`src/mfts_pkg.sv`:
```
// Shared types and constants of the multilevel feedback thread scheduler.
// Used by the controller, the datapath and the top level; depends on nothing.
`default_nettype none
package mfts_pkg;

    localparam int QUANT_W = 14;
    localparam int TICK_W  = 10;
    localparam int WAIT_W  = 26;
    localparam int MS_W    = 32;
    localparam int STAMP_W = 32;

    localparam logic [QUANT_W-1:0] QUANT_HIGH_RST = 14'd100;
    localparam logic [QUANT_W-1:0] QUANT_MID_RST  = 14'd200;
    localparam logic [QUANT_W-1:0] QUANT_LOW_RST  = 14'd300;
    localparam logic [TICK_W-1:0]  TICK_MS_RST    = 10'd10;

    localparam logic [1:0] CFG_QUANT_HIGH = 2'd0;
    localparam logic [1:0] CFG_QUANT_MID  = 2'd1;
    localparam logic [1:0] CFG_QUANT_LOW  = 2'd2;
    localparam logic [1:0] CFG_TICK_MS    = 2'd3;

    localparam logic [2:0] TS_FREE    = 3'd0;
    localparam logic [2:0] TS_READY   = 3'd1;
    localparam logic [2:0] TS_RUNNING = 3'd2;
    localparam logic [2:0] TS_WAITING = 3'd3;
    localparam logic [2:0] TS_TERM    = 3'd4;

    localparam logic [1:0] RS_OK        = 2'd0;
    localparam logic [1:0] RS_FULL      = 2'd1;
    localparam logic [1:0] RS_NO_RUN    = 2'd2;
    localparam logic [1:0] RS_NOT_FOUND = 2'd3;

    typedef enum logic [3:0] {
        OP_TICK        = 4'd0,
        OP_CREATE      = 4'd1,
        OP_WAIT_TIME   = 4'd2,
        OP_WAIT_EVENT  = 4'd3,
        OP_SET_EVENT   = 4'd4,
        OP_CANCEL      = 4'd5,
        OP_TEST_CANCEL = 4'd6,
        OP_EXIT        = 4'd7,
        OP_RECLAIM     = 4'd8,
        OP_READ        = 4'd9
    } op_t;

    typedef enum logic [3:0] {
        CMD_NONE,
        CMD_TICK_SLOT,
        CMD_TICK_RUN,
        CMD_FREE_SCAN,
        CMD_CREATE,
        CMD_WAIT,
        CMD_EV_SCAN,
        CMD_EV_WAKE,
        CMD_CANCEL,
        CMD_TEST,
        CMD_EXIT,
        CMD_RECLAIM,
        CMD_DISP_SCAN,
        CMD_DISP_COMMIT,
        CMD_READ
    } dp_cmd_t;

    typedef enum logic [1:0] {
        SRC_CNT,
        SRC_TID,
        SRC_RUN,
        SRC_BEST
    } addr_src_t;

    typedef struct packed {
        logic      load;
        dp_cmd_t   cmd;
        addr_src_t src;
        logic      first;
    } dp_ctl_t;

    function automatic logic [MS_W-1:0] sat_add(input logic [MS_W-1:0] x,
                                                input logic [TICK_W-1:0] t);
        logic [MS_W:0] s;
        s = {1'b0, x} + {{(MS_W-TICK_W+1){1'b0}}, t};
        return s[MS_W] ? {MS_W{1'b1}} : s[MS_W-1:0];
    endfunction

endpackage
`default_nettype wire

```
`src/mfts_ctrl.sv`:
```
// Sequencer of the thread scheduler: walks each item through its slot scans and steps.
// Depends on mfts_pkg; drives mfts_dp through a dp_ctl_t command.
`default_nettype none
module mfts_ctrl #(
    parameter int THREAD_SLOTS = 16,
    parameter int SLOT_W = 4
) (
    input  wire logic                  clk,
    input  wire logic                  rst_n,
    input  wire logic                  start,
    input  wire logic [3:0]            opcode,
    input  wire logic                  run_valid,
    output mfts_pkg::dp_ctl_t          ctl,
    output logic        [SLOT_W-1:0]   cnt,
    output logic                       busy,
    output logic                       done
);

    typedef enum logic [2:0] {
        S_IDLE, S_SCAN, S_FINAL, S_CHECK, S_DSCAN, S_DCOMMIT, S_READ
    } state_t;

    state_t            state_reg, state_next;
    mfts_pkg::op_t     op_reg, op_next;
    logic [SLOT_W-1:0] cnt_reg, cnt_next;
    logic              done_reg, done_next;
    logic              last;
    logic              load;
    logic              scan_op;

    assign last = (cnt_reg == SLOT_W'(THREAD_SLOTS - 1));
    assign load = start && (state_reg == S_IDLE);
    assign busy = (state_reg != S_IDLE);
    assign done = done_reg;
    assign cnt  = cnt_reg;

    always_comb
    begin
        case (mfts_pkg::op_t'(opcode))
            mfts_pkg::OP_TICK, mfts_pkg::OP_CREATE,
            mfts_pkg::OP_SET_EVENT, mfts_pkg::OP_RECLAIM: scan_op = 1'b1;
            default: scan_op = 1'b0;
        endcase
    end

    always_comb
    begin
        state_next = state_reg;
        op_next    = op_reg;
        cnt_next   = cnt_reg;
        done_next  = 1'b0;
        ctl.load   = load;
        ctl.cmd    = mfts_pkg::CMD_NONE;
        ctl.src    = mfts_pkg::SRC_CNT;
        ctl.first  = (cnt_reg == '0);
        case (state_reg)
            S_IDLE:
            begin
                if (start)
                begin
                    op_next    = mfts_pkg::op_t'(opcode);
                    cnt_next   = '0;
                    state_next = scan_op ? S_SCAN : S_FINAL;
                end
            end
            S_SCAN:
            begin
                case (op_reg)
                    mfts_pkg::OP_TICK:      ctl.cmd = mfts_pkg::CMD_TICK_SLOT;
                    mfts_pkg::OP_CREATE:    ctl.cmd = mfts_pkg::CMD_FREE_SCAN;
                    mfts_pkg::OP_SET_EVENT: ctl.cmd = mfts_pkg::CMD_EV_SCAN;
                    mfts_pkg::OP_RECLAIM:   ctl.cmd = mfts_pkg::CMD_RECLAIM;
                    default:                ctl.cmd = mfts_pkg::CMD_NONE;
                endcase
                cnt_next = last ? '0 : cnt_reg + 1'b1;
                if (last)
                begin
                    state_next = S_FINAL;
                end
            end
            S_FINAL:
            begin
                case (op_reg)
                    mfts_pkg::OP_TICK:
                    begin
                        ctl.cmd = mfts_pkg::CMD_TICK_RUN;
                        ctl.src = mfts_pkg::SRC_RUN;
                    end
                    mfts_pkg::OP_CREATE:
                    begin
                        ctl.cmd = mfts_pkg::CMD_CREATE;
                        ctl.src = mfts_pkg::SRC_BEST;
                    end
                    mfts_pkg::OP_WAIT_TIME, mfts_pkg::OP_WAIT_EVENT:
                    begin
                        ctl.cmd = mfts_pkg::CMD_WAIT;
                        ctl.src = mfts_pkg::SRC_RUN;
                    end
                    mfts_pkg::OP_SET_EVENT:
                    begin
                        ctl.cmd = mfts_pkg::CMD_EV_WAKE;
                        ctl.src = mfts_pkg::SRC_BEST;
                    end
                    mfts_pkg::OP_CANCEL:
                    begin
                        ctl.cmd = mfts_pkg::CMD_CANCEL;
                        ctl.src = mfts_pkg::SRC_TID;
                    end
                    mfts_pkg::OP_TEST_CANCEL:
                    begin
                        ctl.cmd = mfts_pkg::CMD_TEST;
                        ctl.src = mfts_pkg::SRC_RUN;
                    end
                    mfts_pkg::OP_EXIT:
                    begin
                        ctl.cmd = mfts_pkg::CMD_EXIT;
                        ctl.src = mfts_pkg::SRC_RUN;
                    end
                    default: ctl.cmd = mfts_pkg::CMD_NONE;
                endcase
                state_next = S_CHECK;
            end
            S_CHECK:
            begin
                cnt_next   = '0;
                state_next = run_valid ? S_READ : S_DSCAN;
            end
            S_DSCAN:
            begin
                ctl.cmd  = mfts_pkg::CMD_DISP_SCAN;
                cnt_next = last ? '0 : cnt_reg + 1'b1;
                if (last)
                begin
                    state_next = S_DCOMMIT;
                end
            end
            S_DCOMMIT:
            begin
                ctl.cmd    = mfts_pkg::CMD_DISP_COMMIT;
                ctl.src    = mfts_pkg::SRC_BEST;
                state_next = S_READ;
            end
            S_READ:
            begin
                ctl.cmd    = mfts_pkg::CMD_READ;
                ctl.src    = mfts_pkg::SRC_TID;
                done_next  = 1'b1;
                state_next = S_IDLE;
            end
            default: state_next = S_IDLE;
        endcase
    end

    always_ff @(posedge clk or negedge rst_n)
    begin
        if (!rst_n)
        begin
            state_reg <= S_IDLE;
            op_reg    <= mfts_pkg::OP_TICK;
            cnt_reg   <= '0;
            done_reg  <= 1'b0;
        end
        else
        begin
            state_reg <= state_next;
            op_reg    <= op_next;
            cnt_reg   <= cnt_next;
            done_reg  <= done_next;
        end
    end

endmodule
`default_nettype wire

```
`src/mfts_dp.sv`:
```
// Datapath of the thread scheduler: slot table, running thread, order stamps, results.
// Depends on mfts_pkg; one table entry is read and written per cycle at a chosen slot.
`default_nettype none
module mfts_dp #(
    parameter int THREAD_SLOTS = 16,
    parameter int LEVELS = 3,
    parameter int SLOT_W = 4,
    parameter int LVL_W = 2
) (
    input  wire logic                                 clk,
    input  wire logic                                 rst_n,
    input  wire mfts_pkg::dp_ctl_t                    ctl,
    input  wire logic [SLOT_W-1:0]                    cnt,
    input  wire logic [3:0]                           opcode,
    input  wire logic [3:0]                           thread_id,
    input  wire logic [1:0]                           priority_req,
    input  wire logic                                 defer_cancel,
    input  wire logic [15:0]                          wait_amount,
    input  wire logic [7:0]                           event_num,
    input  wire logic [mfts_pkg::QUANT_W-1:0]         quantum_high,
    input  wire logic [mfts_pkg::QUANT_W-1:0]         quantum_mid,
    input  wire logic [mfts_pkg::QUANT_W-1:0]         quantum_low,
    input  wire logic [mfts_pkg::TICK_W-1:0]          tick_ms,
    output logic                                      run_valid,
    output logic [1:0]                                status,
    output logic [3:0]                                new_thread_id,
    output logic                                      running_valid,
    output logic [3:0]                                running_id,
    output logic                                      woken_valid,
    output logic [3:0]                                woken_id,
    output logic [2:0]                                slot_state,
    output logic [1:0]                                current_level,
    output logic [1:0]                                base_level,
    output logic [mfts_pkg::MS_W-1:0]                 queued_ms,
    output logic [mfts_pkg::MS_W-1:0]                 waited_ms
);

    localparam logic [LVL_W-1:0] LVL_TOP = LVL_W'(LEVELS - 1);

    // Slot table.
    logic                             used_reg   [THREAD_SLOTS];
    logic [2:0]                       tstat_reg  [THREAD_SLOTS];
    logic [LVL_W-1:0]                 base_reg   [THREAD_SLOTS];
    logic [LVL_W-1:0]                 lvl_reg    [THREAD_SLOTS];
    logic                             defer_reg  [THREAD_SLOTS];
    logic                             pend_reg   [THREAD_SLOTS];
    logic                             timed_reg  [THREAD_SLOTS];
    logic [mfts_pkg::QUANT_W-1:0]     qleft_reg  [THREAD_SLOTS];
    logic [mfts_pkg::WAIT_W-1:0]      wleft_reg  [THREAD_SLOTS];
    logic [7:0]                       event_reg  [THREAD_SLOTS];
    logic [mfts_pkg::MS_W-1:0]        qms_reg    [THREAD_SLOTS];
    logic [mfts_pkg::MS_W-1:0]        wms_reg    [THREAD_SLOTS];
    logic [mfts_pkg::STAMP_W-1:0]     stamp_reg  [THREAD_SLOTS];

    // Latched item fields.
    mfts_pkg::op_t                    op_reg;
    logic [3:0]                       tid_reg;
    logic [1:0]                       prio_reg;
    logic                             cmode_reg;
    logic [15:0]                      amount_reg;
    logic [7:0]                       ev_reg;

    // Global state and scan trackers.
    logic [mfts_pkg::STAMP_W-1:0]     stamp_cnt_reg, stamp_cnt_next;
    logic                             run_valid_reg, run_valid_next;
    logic [SLOT_W-1:0]                run_slot_reg, run_slot_next;
    logic                             found_reg, found_next;
    logic [SLOT_W-1:0]                best_reg, best_next;
    logic [LVL_W-1:0]                 best_lvl_reg, best_lvl_next;
    logic [mfts_pkg::STAMP_W-1:0]     best_age_reg, best_age_next;
    logic [1:0]                       acc_stat_reg, acc_stat_next;
    logic [3:0]                       acc_newid_reg, acc_newid_next;
    logic                             acc_wv_reg, acc_wv_next;
    logic [3:0]                       acc_wid_reg, acc_wid_next;

    // Result registers.
    logic [1:0]                       o_status_reg;
    logic [3:0]                       o_newid_reg;
    logic                             o_rv_reg;
    logic [3:0]                       o_rid_reg;
    logic                             o_wv_reg;
    logic [3:0]                       o_wid_reg;
    logic [2:0]                       o_ts_reg;
    logic [1:0]                       o_cl_reg;
    logic [1:0]                       o_bl_reg;
    logic [mfts_pkg::MS_W-1:0]        o_qms_reg;
    logic [mfts_pkg::MS_W-1:0]        o_wms_reg;

    // Entry at the selected slot: current and next contents.
    logic [SLOT_W-1:0]                a;
    logic                             n_used;
    logic [2:0]                       n_tstat;
    logic [LVL_W-1:0]                 n_base, n_lvl;
    logic                             n_defer, n_pend, n_timed;
    logic [mfts_pkg::QUANT_W-1:0]     n_qleft;
    logic [mfts_pkg::WAIT_W-1:0]      n_wleft;
    logic [7:0]                       n_event;
    logic [mfts_pkg::MS_W-1:0]        n_qms, n_wms;
    logic [mfts_pkg::STAMP_W-1:0]     n_stamp;

    logic [mfts_pkg::STAMP_W-1:0]     age;
    logic                             tid_ok;
    logic                             fresh;
    logic [LVL_W-1:0]                 create_lvl;
    logic [mfts_pkg::WAIT_W-1:0]      wait_ms;
    logic                             read_ok;

    function automatic logic [mfts_pkg::QUANT_W-1:0] quantum_of(input logic [LVL_W-1:0] l,
        input logic [mfts_pkg::QUANT_W-1:0] qh, input logic [mfts_pkg::QUANT_W-1:0] qm,
        input logic [mfts_pkg::QUANT_W-1:0] ql);
        logic [mfts_pkg::QUANT_W-1:0] q;
        if (l == '0)
            q = ql;
        else if (l >= LVL_TOP)
            q = qh;
        else
            q = qm;
        return q;
    endfunction

    always_comb
    begin
        case (ctl.src)
            mfts_pkg::SRC_CNT:  a = cnt;
            mfts_pkg::SRC_TID:  a = SLOT_W'(tid_reg);
            mfts_pkg::SRC_RUN:  a = run_slot_reg;
            mfts_pkg::SRC_BEST: a = best_reg;
            default:            a = cnt;
        endcase
    end

    assign tid_ok     = (32'(tid_reg) < 32'(THREAD_SLOTS));
    assign age        = stamp_cnt_reg - stamp_reg[a];
    assign fresh      = ctl.first || !found_reg;
    assign create_lvl = (32'(prio_reg) > 32'(LEVELS - 1)) ? LVL_TOP : LVL_W'(prio_reg);
    assign wait_ms    = mfts_pkg::WAIT_W'({10'd0, amount_reg} * {16'd0, tick_ms});
    assign read_ok    = tid_ok && used_reg[a];
    assign run_valid  = run_valid_reg;

    always_comb
    begin
        n_used  = used_reg[a];
        n_tstat = tstat_reg[a];
        n_base  = base_reg[a];
        n_lvl   = lvl_reg[a];
        n_defer = defer_reg[a];
        n_pend  = pend_reg[a];
        n_timed = timed_reg[a];
        n_qleft = qleft_reg[a];
        n_wleft = wleft_reg[a];
        n_event = event_reg[a];
        n_qms   = qms_reg[a];
        n_wms   = wms_reg[a];
        n_stamp = stamp_reg[a];

        stamp_cnt_next = stamp_cnt_reg;
        run_valid_next = run_valid_reg;
        run_slot_next  = run_slot_reg;
        found_next     = found_reg;
        best_next      = best_reg;
        best_lvl_next  = best_lvl_reg;
        best_age_next  = best_age_reg;
        acc_stat_next  = acc_stat_reg;
        acc_newid_next = acc_newid_reg;
        acc_wv_next    = acc_wv_reg;
        acc_wid_next   = acc_wid_reg;

        case (ctl.cmd)
            mfts_pkg::CMD_TICK_SLOT:
            begin
                if (used_reg[a])
                begin
                    if (tstat_reg[a] == mfts_pkg::TS_READY)
                    begin
                        n_qms = mfts_pkg::sat_add(qms_reg[a], tick_ms);
                    end
                    else if (tstat_reg[a] == mfts_pkg::TS_WAITING)
                    begin
                        n_wms = mfts_pkg::sat_add(wms_reg[a], tick_ms);
                        if (timed_reg[a])
                        begin
                            if (wleft_reg[a] <= mfts_pkg::WAIT_W'(tick_ms))
                            begin
                                n_wleft        = '0;
                                n_tstat        = mfts_pkg::TS_READY;
                                n_stamp        = stamp_cnt_reg;
                                stamp_cnt_next = stamp_cnt_reg + 1'b1;
                            end
                            else
                            begin
                                n_wleft = wleft_reg[a] - mfts_pkg::WAIT_W'(tick_ms);
                            end
                        end
                    end
                end
            end
            mfts_pkg::CMD_TICK_RUN:
            begin
                if (run_valid_reg)
                begin
                    if (qleft_reg[a] <= mfts_pkg::QUANT_W'(tick_ms))
                    begin
                        n_lvl = (lvl_reg[a] != '0) ? lvl_reg[a] - 1'b1 : lvl_reg[a];
                        n_qleft = quantum_of(n_lvl, quantum_high, quantum_mid, quantum_low);
                        n_tstat        = mfts_pkg::TS_READY;
                        n_stamp        = stamp_cnt_reg;
                        stamp_cnt_next = stamp_cnt_reg + 1'b1;
                        run_valid_next = 1'b0;
                    end
                    else
                    begin
                        n_qleft = qleft_reg[a] - mfts_pkg::QUANT_W'(tick_ms);
                    end
                end
            end
            mfts_pkg::CMD_FREE_SCAN:
            begin
                if (ctl.first)
                begin
                    found_next = 1'b0;
                end
                if (fresh && !used_reg[a])
                begin
                    found_next = 1'b1;
                    best_next  = a;
                end
            end
            mfts_pkg::CMD_CREATE:
            begin
                if (!found_reg)
                begin
                    acc_stat_next = mfts_pkg::RS_FULL;
                end
                else
                begin
                    n_used         = 1'b1;
                    n_base         = create_lvl;
                    n_lvl          = create_lvl;
                    n_defer        = cmode_reg;
                    n_pend         = 1'b0;
                    n_timed        = 1'b0;
                    n_qleft = quantum_of(create_lvl, quantum_high, quantum_mid, quantum_low);
                    n_wleft        = '0;
                    n_event        = '0;
                    n_qms          = '0;
                    n_wms          = '0;
                    n_tstat        = mfts_pkg::TS_READY;
                    n_stamp        = stamp_cnt_reg;
                    stamp_cnt_next = stamp_cnt_reg + 1'b1;
                    acc_newid_next = 4'(a);
                end
            end
            mfts_pkg::CMD_WAIT:
            begin
                if (!run_valid_reg)
                begin
                    acc_stat_next = mfts_pkg::RS_NO_RUN;
                end
                else
                begin
                    n_lvl = (lvl_reg[a] < LVL_TOP) ? lvl_reg[a] + 1'b1 : lvl_reg[a];
                    n_qleft = quantum_of(n_lvl, quantum_high, quantum_mid, quantum_low);
                    n_tstat        = mfts_pkg::TS_WAITING;
                    n_timed        = (op_reg == mfts_pkg::OP_WAIT_TIME);
                    n_wleft        = wait_ms;
                    n_event        = ev_reg;
                    n_stamp        = stamp_cnt_reg;
                    stamp_cnt_next = stamp_cnt_reg + 1'b1;
                    run_valid_next = 1'b0;
                end
            end
            mfts_pkg::CMD_EV_SCAN:
            begin
                if (ctl.first)
                begin
                    found_next = 1'b0;
                end
                if (used_reg[a] && tstat_reg[a] == mfts_pkg::TS_WAITING && !timed_reg[a]
                    && event_reg[a] == ev_reg)
                begin
                    if (fresh || lvl_reg[a] > best_lvl_reg ||
                        (lvl_reg[a] == best_lvl_reg && age < best_age_reg))
                    begin
                        found_next    = 1'b1;
                        best_next     = a;
                        best_lvl_next = lvl_reg[a];
                        best_age_next = age;
                    end
                end
            end
            mfts_pkg::CMD_EV_WAKE:
            begin
                if (found_reg)
                begin
                    n_tstat        = mfts_pkg::TS_READY;
                    n_stamp        = stamp_cnt_reg;
                    stamp_cnt_next = stamp_cnt_reg + 1'b1;
                    acc_wv_next    = 1'b1;
                    acc_wid_next   = 4'(a);
                end
            end
            mfts_pkg::CMD_CANCEL:
            begin
                if (!tid_ok || !used_reg[a] || (tstat_reg[a] != mfts_pkg::TS_READY &&
                    tstat_reg[a] != mfts_pkg::TS_WAITING))
                begin
                    acc_stat_next = mfts_pkg::RS_NOT_FOUND;
                end
                else if (defer_reg[a])
                begin
                    n_pend = 1'b1;
                end
                else
                begin
                    n_tstat = mfts_pkg::TS_TERM;
                end
            end
            mfts_pkg::CMD_TEST:
            begin
                if (!run_valid_reg)
                begin
                    acc_stat_next = mfts_pkg::RS_NO_RUN;
                end
                else if (pend_reg[a])
                begin
                    n_tstat        = mfts_pkg::TS_TERM;
                    run_valid_next = 1'b0;
                end
            end
            mfts_pkg::CMD_EXIT:
            begin
                if (!run_valid_reg)
                begin
                    acc_stat_next = mfts_pkg::RS_NO_RUN;
                end
                else
                begin
                    n_tstat        = mfts_pkg::TS_TERM;
                    run_valid_next = 1'b0;
                end
            end
            mfts_pkg::CMD_RECLAIM:
            begin
                if (used_reg[a] && tstat_reg[a] == mfts_pkg::TS_TERM)
                begin
                    n_used  = 1'b0;
                    n_tstat = mfts_pkg::TS_FREE;
                end
            end
            mfts_pkg::CMD_DISP_SCAN:
            begin
                if (ctl.first)
                begin
                    found_next = 1'b0;
                end
                if (used_reg[a] && tstat_reg[a] == mfts_pkg::TS_READY)
                begin
                    if (fresh || lvl_reg[a] > best_lvl_reg ||
                        (lvl_reg[a] == best_lvl_reg && age > best_age_reg))
                    begin
                        found_next    = 1'b1;
                        best_next     = a;
                        best_lvl_next = lvl_reg[a];
                        best_age_next = age;
                    end
                end
            end
            mfts_pkg::CMD_DISP_COMMIT:
            begin
                if (!run_valid_reg && found_reg)
                begin
                    n_tstat        = mfts_pkg::TS_RUNNING;
                    run_valid_next = 1'b1;
                    run_slot_next  = a;
                end
            end
            default:
            begin
            end
        endcase

        if (ctl.load)
        begin
            acc_stat_next  = mfts_pkg::RS_OK;
            acc_newid_next = '0;
            acc_wv_next    = 1'b0;
            acc_wid_next   = '0;
        end
    end

    // Control state and valid bits of the table.
    always_ff @(posedge clk or negedge rst_n)
    begin
        if (!rst_n)
        begin
            for (int i = 0; i < THREAD_SLOTS; i++)
            begin
                used_reg[i]  <= 1'b0;
                tstat_reg[i] <= mfts_pkg::TS_FREE;
            end
            stamp_cnt_reg <= '0;
            run_valid_reg <= 1'b0;
            run_slot_reg  <= '0;
            found_reg     <= 1'b0;
        end
        else
        begin
            used_reg[a]   <= n_used;
            tstat_reg[a]  <= n_tstat;
            stamp_cnt_reg <= stamp_cnt_next;
            run_valid_reg <= run_valid_next;
            run_slot_reg  <= run_slot_next;
            found_reg     <= found_next;
        end
    end

    // Payload: table contents, latched fields, trackers and results.
    always_ff @(posedge clk)
    begin
        base_reg[a]   <= n_base;
        lvl_reg[a]    <= n_lvl;
        defer_reg[a]  <= n_defer;
        pend_reg[a]   <= n_pend;
        timed_reg[a]  <= n_timed;
        qleft_reg[a]  <= n_qleft;
        wleft_reg[a]  <= n_wleft;
        event_reg[a]  <= n_event;
        qms_reg[a]    <= n_qms;
        wms_reg[a]    <= n_wms;
        stamp_reg[a]  <= n_stamp;

        best_reg      <= best_next;
        best_lvl_reg  <= best_lvl_next;
        best_age_reg  <= best_age_next;
        acc_stat_reg  <= acc_stat_next;
        acc_newid_reg <= acc_newid_next;
        acc_wv_reg    <= acc_wv_next;
        acc_wid_reg   <= acc_wid_next;

        if (ctl.load)
        begin
            op_reg     <= mfts_pkg::op_t'(opcode);
            tid_reg    <= thread_id;
            prio_reg   <= priority_req;
            cmode_reg  <= defer_cancel;
            amount_reg <= wait_amount;
            ev_reg     <= event_num;
        end

        if (ctl.cmd == mfts_pkg::CMD_READ)
        begin
            o_newid_reg <= acc_newid_reg;
            o_rv_reg    <= run_valid_reg;
            o_rid_reg   <= run_valid_reg ? 4'(run_slot_reg) : 4'd0;
            o_wv_reg    <= acc_wv_reg;
            o_wid_reg   <= acc_wid_reg;
            o_status_reg <= acc_stat_reg;
            o_ts_reg    <= '0;
            o_cl_reg    <= '0;
            o_bl_reg    <= '0;
            o_qms_reg   <= '0;
            o_wms_reg   <= '0;
            if (op_reg == mfts_pkg::OP_READ)
            begin
                if (!read_ok)
                begin
                    o_status_reg <= mfts_pkg::RS_NOT_FOUND;
                end
                else
                begin
                    o_ts_reg  <= tstat_reg[a];
                    o_cl_reg  <= 2'(lvl_reg[a]);
                    o_bl_reg  <= 2'(base_reg[a]);
                    o_qms_reg <= qms_reg[a];
                    o_wms_reg <= wms_reg[a];
                end
            end
        end
    end

    assign status        = o_status_reg;
    assign new_thread_id = o_newid_reg;
    assign running_valid = o_rv_reg;
    assign running_id    = o_rid_reg;
    assign woken_valid   = o_wv_reg;
    assign woken_id      = o_wid_reg;
    assign slot_state    = o_ts_reg;
    assign current_level = o_cl_reg;
    assign base_level    = o_bl_reg;
    assign queued_ms     = o_qms_reg;
    assign waited_ms     = o_wms_reg;

endmodule
`default_nettype wire

```
`src/multilevel_feedback_thread_scheduler_top.sv`:
```
// Top level of the multilevel feedback thread scheduler: configuration registers,
// sequencer and datapath. Depends on mfts_pkg, mfts_ctrl and mfts_dp.
//
// Usage: an item (an opcode with its fields) is accepted at a rising edge where
// start is high and busy is low. Busy stays high while the item is processed.
// Exactly one result item comes back per input item: its fields are valid in
// the single cycle in which done is high, and the receiver must take it then,
// since it cannot hold results off. A new item may be started in that cycle.
// The slot table is one register file visited at one slot per cycle.
// Tick, create, set event and reclaim walk all THREAD_SLOTS slots; when no
// thread is running afterwards, the dispatch search walks them again. One item
// is processed at a time. The quantum and tick registers sit on the APB-style
// port, four 32-bit words at byte addresses 0, 4, 8 and 12; the user must see
// that they are written only while the block is idle; the block itself does
// not enforce it. Reset clears the table's valid bits, the order stamp counter
// and the running thread, and loads the register defaults; no clearing pass is
// needed.
`default_nettype none
module multilevel_feedback_thread_scheduler_top #(
    parameter int THREAD_SLOTS = 16,
    parameter int LEVELS = 3
) (
    input  wire logic        clk,
    input  wire logic        rst_n,
    input  wire logic        start,
    output logic             busy,
    output logic             done,
    input  wire logic [3:0]  opcode,
    input  wire logic [3:0]  thread_id,
    input  wire logic [1:0]  priority_req,
    input  wire logic        defer_cancel,
    input  wire logic [15:0] wait_amount,
    input  wire logic [7:0]  event_num,
    output logic [1:0]       status,
    output logic [3:0]       new_thread_id,
    output logic             running_valid,
    output logic [3:0]       running_id,
    output logic             woken_valid,
    output logic [3:0]       woken_id,
    output logic [2:0]       slot_state,
    output logic [1:0]       current_level,
    output logic [1:0]       base_level,
    output logic [31:0]      queued_ms,
    output logic [31:0]      waited_ms,
    input  wire logic        psel,
    input  wire logic        penable,
    input  wire logic        pwrite,
    input  wire logic [3:0]  paddr,
    input  wire logic [31:0] pwdata,
    output logic [31:0]      prdata,
    output logic             pready
);

    localparam int SLOT_W = (THREAD_SLOTS > 1) ? $clog2(THREAD_SLOTS) : 1;
    localparam int LVL_W  = (LEVELS > 1) ? $clog2(LEVELS) : 1;

    logic [mfts_pkg::QUANT_W-1:0] qhigh_reg, qmid_reg, qlow_reg;
    logic [mfts_pkg::TICK_W-1:0]  tick_reg;
    logic                         cfg_wr;
    mfts_pkg::dp_ctl_t            ctl;
    logic [SLOT_W-1:0]            cnt;
    logic                         run_valid;

    assign pready = 1'b1;
    assign cfg_wr = psel && penable && pwrite;

    // Configuration registers; a write keeps the low bits of the word.
    always_ff @(posedge clk or negedge rst_n)
    begin
        if (!rst_n)
        begin
            qhigh_reg <= mfts_pkg::QUANT_HIGH_RST;
            qmid_reg  <= mfts_pkg::QUANT_MID_RST;
            qlow_reg  <= mfts_pkg::QUANT_LOW_RST;
            tick_reg  <= mfts_pkg::TICK_MS_RST;
        end
        else if (cfg_wr)
        begin
            case (paddr[3:2])
                mfts_pkg::CFG_QUANT_HIGH: qhigh_reg <= pwdata[mfts_pkg::QUANT_W-1:0];
                mfts_pkg::CFG_QUANT_MID:  qmid_reg  <= pwdata[mfts_pkg::QUANT_W-1:0];
                mfts_pkg::CFG_QUANT_LOW:  qlow_reg  <= pwdata[mfts_pkg::QUANT_W-1:0];
                mfts_pkg::CFG_TICK_MS:    tick_reg  <= pwdata[mfts_pkg::TICK_W-1:0];
                default:
                begin
                end
            endcase
        end
    end

    always_comb
    begin
        case (paddr[3:2])
            mfts_pkg::CFG_QUANT_HIGH: prdata = 32'(qhigh_reg);
            mfts_pkg::CFG_QUANT_MID:  prdata = 32'(qmid_reg);
            mfts_pkg::CFG_QUANT_LOW:  prdata = 32'(qlow_reg);
            mfts_pkg::CFG_TICK_MS:    prdata = 32'(tick_reg);
            default:                  prdata = '0;
        endcase
    end

    // The sequencer picks the slot walk and the step for each cycle of an item.
    mfts_ctrl #(
        .THREAD_SLOTS(THREAD_SLOTS),
        .SLOT_W(SLOT_W)
    ) u_ctrl (
        .clk(clk),
        .rst_n(rst_n),
        .start(start),
        .opcode(opcode),
        .run_valid(run_valid),
        .ctl(ctl),
        .cnt(cnt),
        .busy(busy),
        .done(done)
    );

    // The datapath holds the thread table and forms the result item.
    mfts_dp #(
        .THREAD_SLOTS(THREAD_SLOTS),
        .LEVELS(LEVELS),
        .SLOT_W(SLOT_W),
        .LVL_W(LVL_W)
    ) u_dp (
        .clk(clk),
        .rst_n(rst_n),
        .ctl(ctl),
        .cnt(cnt),
        .opcode(opcode),
        .thread_id(thread_id),
        .priority_req(priority_req),
        .defer_cancel(defer_cancel),
        .wait_amount(wait_amount),
        .event_num(event_num),
        .quantum_high(qhigh_reg),
        .quantum_mid(qmid_reg),
        .quantum_low(qlow_reg),
        .tick_ms(tick_reg),
        .run_valid(run_valid),
        .status(status),
        .new_thread_id(new_thread_id),
        .running_valid(running_valid),
        .running_id(running_id),
        .woken_valid(woken_valid),
        .woken_id(woken_id),
        .slot_state(slot_state),
        .current_level(current_level),
        .base_level(base_level),
        .queued_ms(queued_ms),
        .waited_ms(waited_ms)
    );

endmodule
`default_nettype wire

```
`config.mk`:
```
export PLATFORM = sky130hd
export DESIGN_NAME = multilevel_feedback_thread_scheduler_top
export DESIGN_NICKNAME = d
export VERILOG_FILES = /design/src/mfts_pkg.sv /design/src/mfts_ctrl.sv /design/src/mfts_dp.sv /design/src/multilevel_feedback_thread_scheduler_top.sv
export SDC_FILE = /design/constraint.sdc
export NUM_CORES = 2
export LEC_CHECK = 0
export BUFFER_PORTS_ARGS = -buffer_cell sky130_fd_sc_hd__buf_4
export CORE_MARGIN = 10
export CORE_UTILIZATION = 50
export CTS_CLUSTER_SIZE = 25
export DETAILED_ROUTE_END_ITERATION = 16
export MAX_ROUTING_LAYER = met4
export PLACE_DENSITY = 0.66
export SLEW_MARGIN = 25
export SYNTH_ARGS = -nofsm -noshare
export SYNTH_HDL_FRONTEND = slang
export SYNTH_SLANG_ARGS = --single-unit
```
`constraint.sdc`:
```
create_clock -name clk -period 11.9 [get_ports clk]
set_input_delay 2.38 -clock clk [delete_from_list [all_inputs] [get_ports clk]]
set_output_delay 2.38 -clock clk [all_outputs]
set_load 0.1 [all_outputs]
```
==> reports/results.txt <==
number of global-route vias before repair = 79998
number of library cell types mapped by synthesis = 109
CTS tree = done
fmax = 0.09131 GHz
number of synthesized flops with an enable pin = 2576
Hold WS = 0.4378 ns
# H-tree levels = 5
fin crit share = 92.03%
nets@finish = 10225
critical path's top delay family = compound AO/OA/AOI/OAI gates
CP Data Arrival Time = 11.49 ns
Post-DP HPWL = 189.8 mm
pin count of the biggest net entering global routing = 181
Worst Path Max Fanout = 169
Total GRT Usage = 26.20%
crit path max-delay cell type = dfrtp_1
vias post-DR = 82552
core region area = 245700 um2
leading area contributor after synthesis = edfxtp_1
initial antenna violation count = 6
Post-synth ARST share = 6.030%
Worst path max stage delay = 0.75 ns
drt pass-1 iters = 6
type of destination of the critical path = flip-flop
setup ws final = 0.9480 ns
residual DRC count = 0
RD Place Congestion = 0.9085
grt ovf = 0
Inst Count DP = 12772
count leader, synth = edfxtp_1
critical path required time = 12.44 ns
Post-Syn Area = 123300 um2
Place WS = 0.7218 ns
port buffer count = 159
total CTS buffers = 302
Max Cap Viol = 0
clk_skew = 0.07748 ns
R2R Setup Slk = 0.95 ns
WP buf/inv = 3
syn avg cell area = 12.56 um2
post-synthesis sequential area ratio = 66.27%
Antenna Nets Post-Route = 0
WS Path Type = flip-flop to flip-flop
vias per cell = 6.208
Max Slew Vio Count = 0
wire per inst = 26.34 um
Max-Slew Margin vs Limit = 23.58%
Clock Pin Slew Worst Setup and Hold Paths = 0.06 ns
final WL = 350.2 mm
status = finished, final reports clean
setup TNS = 0 ns
RSZ-0062 raised after global routing = no
ranking of synthesized cells by area = edfxtp_1 63%, nand2_1 6.7%, dfrtp_1 3.1%, nand3_1 3.1%, fa_1 1.9%
Mapped Cells = 9817
Rows = 182
Synth Flop Type = edfxtp_1
synth warn = 0
Hold Violations, Final = 0
Slew @ Worst Pin = 1.138 ns
die height = 516.7 um
Iter 0 DRT Violations = 9707
fin cells = 13297
Setup Viol. Count Final = 0
ratio of cells with drive above 1 in the final layout = 11.41%
worst min path class = flip-flop to flip-flop
Area Growth Syn to Fin = 11.44%
most frequent CP cell = a21oi_1
fin crit period = 10.95 ns
clock sinks = 2753
startpoint types = flip-flop
clk_lat worst skew = 0.95 ns
DIE AREA = 267000 um2
initial core utilization = 50.20%
Yosys top cell area share = 62.71%
I/O pin count = 199
first-pass GRT wire length = 516.0 mm
most frequent cells after synthesis = 2576 x edfxtp_1, 2207 x nand2_1, 756 x nand3_1, 328 x nor2_1, 303 x clkbuf_1
register bit total from synthesis = 2753
die width = 516.7 um
CTS root buf = clkbuf_16
Max clock buf depth = 4
cell families after synthesis:
kind of cell | count (synthesis) | share of synthesized area [%]
DFF | 2753 | 66.27
other | 2 | 0.006088
xor gates and xnor gates | 121 | 0.8592
and+or+nand+nor | 3986 | 14.34
buffers and inverters | 892 | 3.282
AOI/OAI and AO/OA | 1455 | 8.398
muxes | 320 | 3.224
adders and majority gates | 288 | 3.619
final cells by class:
class	count	area (um2)
antenna	6	15.01
clock buffer	355	7860
clock inverter	159	1493
fill	19500	108300
inverter	234	985.9
multi-input combinational	6189	38030
sequential	2753	81750
tap	3220	4029
timing repair buffer	381	3301
worst register-to-register path: cells and delay by family (launching register included):
kind                     cells  cell delay [ns]
buffers and inverters        3             0.89
AO/OA/AOI/OAI               22             5.45
flip-flops                   1             0.75
XOR/XNOR                     1             0.11
multiplexers                 1             0.28
adder cells (fa/ha/maj)      3             0.88
AND/OR/NAND/NOR              8             2.16
final timing paths:
check                                                   startpoint                               to  depth (start not counted)
max in group asynchronous                                    rst_n     u_dp.used_reg[3]$_DFFE_PN0P_                          2
worst max-delay path               u_ctrl.state_reg[1]$_DFFE_PN0P_  u_dp.best_age_reg[18]$_DFFE_PP_                         38
worst min-delay path            u_dp.acc_newid_reg[1]$_SDFFE_PP0P_  u_dp.new_thread_id[1]$_DFFE_PN_                          0
worst max register to register     u_ctrl.state_reg[1]$_DFFE_PN0P_  u_dp.best_age_reg[18]$_DFFE_PP_                         38
min in group asynchronous                                    rst_n         qhigh_reg[4]$_DFFE_PN0P_                          1
worst min register to register  u_dp.acc_newid_reg[1]$_SDFFE_PP0P_  u_dp.new_thread_id[1]$_DFFE_PN_                          0
placed cells by master, fill, tap and decap left out, types with 177 or more instances in the layout:
cell       synthesis  layout
o21ai_0          214     209
buf_4             63     341
mux2i_1          179     179
a311oi_1         245     244
clkbuf_16          0     305
a211oi_1         178     177
and3_1           301     300
edfxtp_1        2576    2576
nand2_1         2207    2205
a21oi_1          229     213
inv_1            231     223
nand3_1          756     756
nor2_1           328     310
layer usage:
| metal | share of wire (%) | track usage (%) |
|---|---|---|
| met1 | 39 | 33.87 |
| met2 | 48 | 42.06 |
| met3 | 8.1 | 3.649 |
| met4 | 4.3 | 10.59 |
| met5 | 0 | - |
timing repair:
item	in CTS	in global routing
hold buffers	0	0
setup endpoints to repair	0	34
buffers inserted	0	0
resized for setup	0	2
stage by stage:
step	instance area, um2	util [%]
6_report	137500	55.94
5_1_grt	137500	55.94
4_1_cts	137200	55.85
3_5_place_dp	127900	52.04
3_3_place_gp	127800	52.00
2_1_floorplan	123400	-
Power is not shown: default switching activity piles up to over one toggle a cycle in this logic, so the estimate is an artifact.
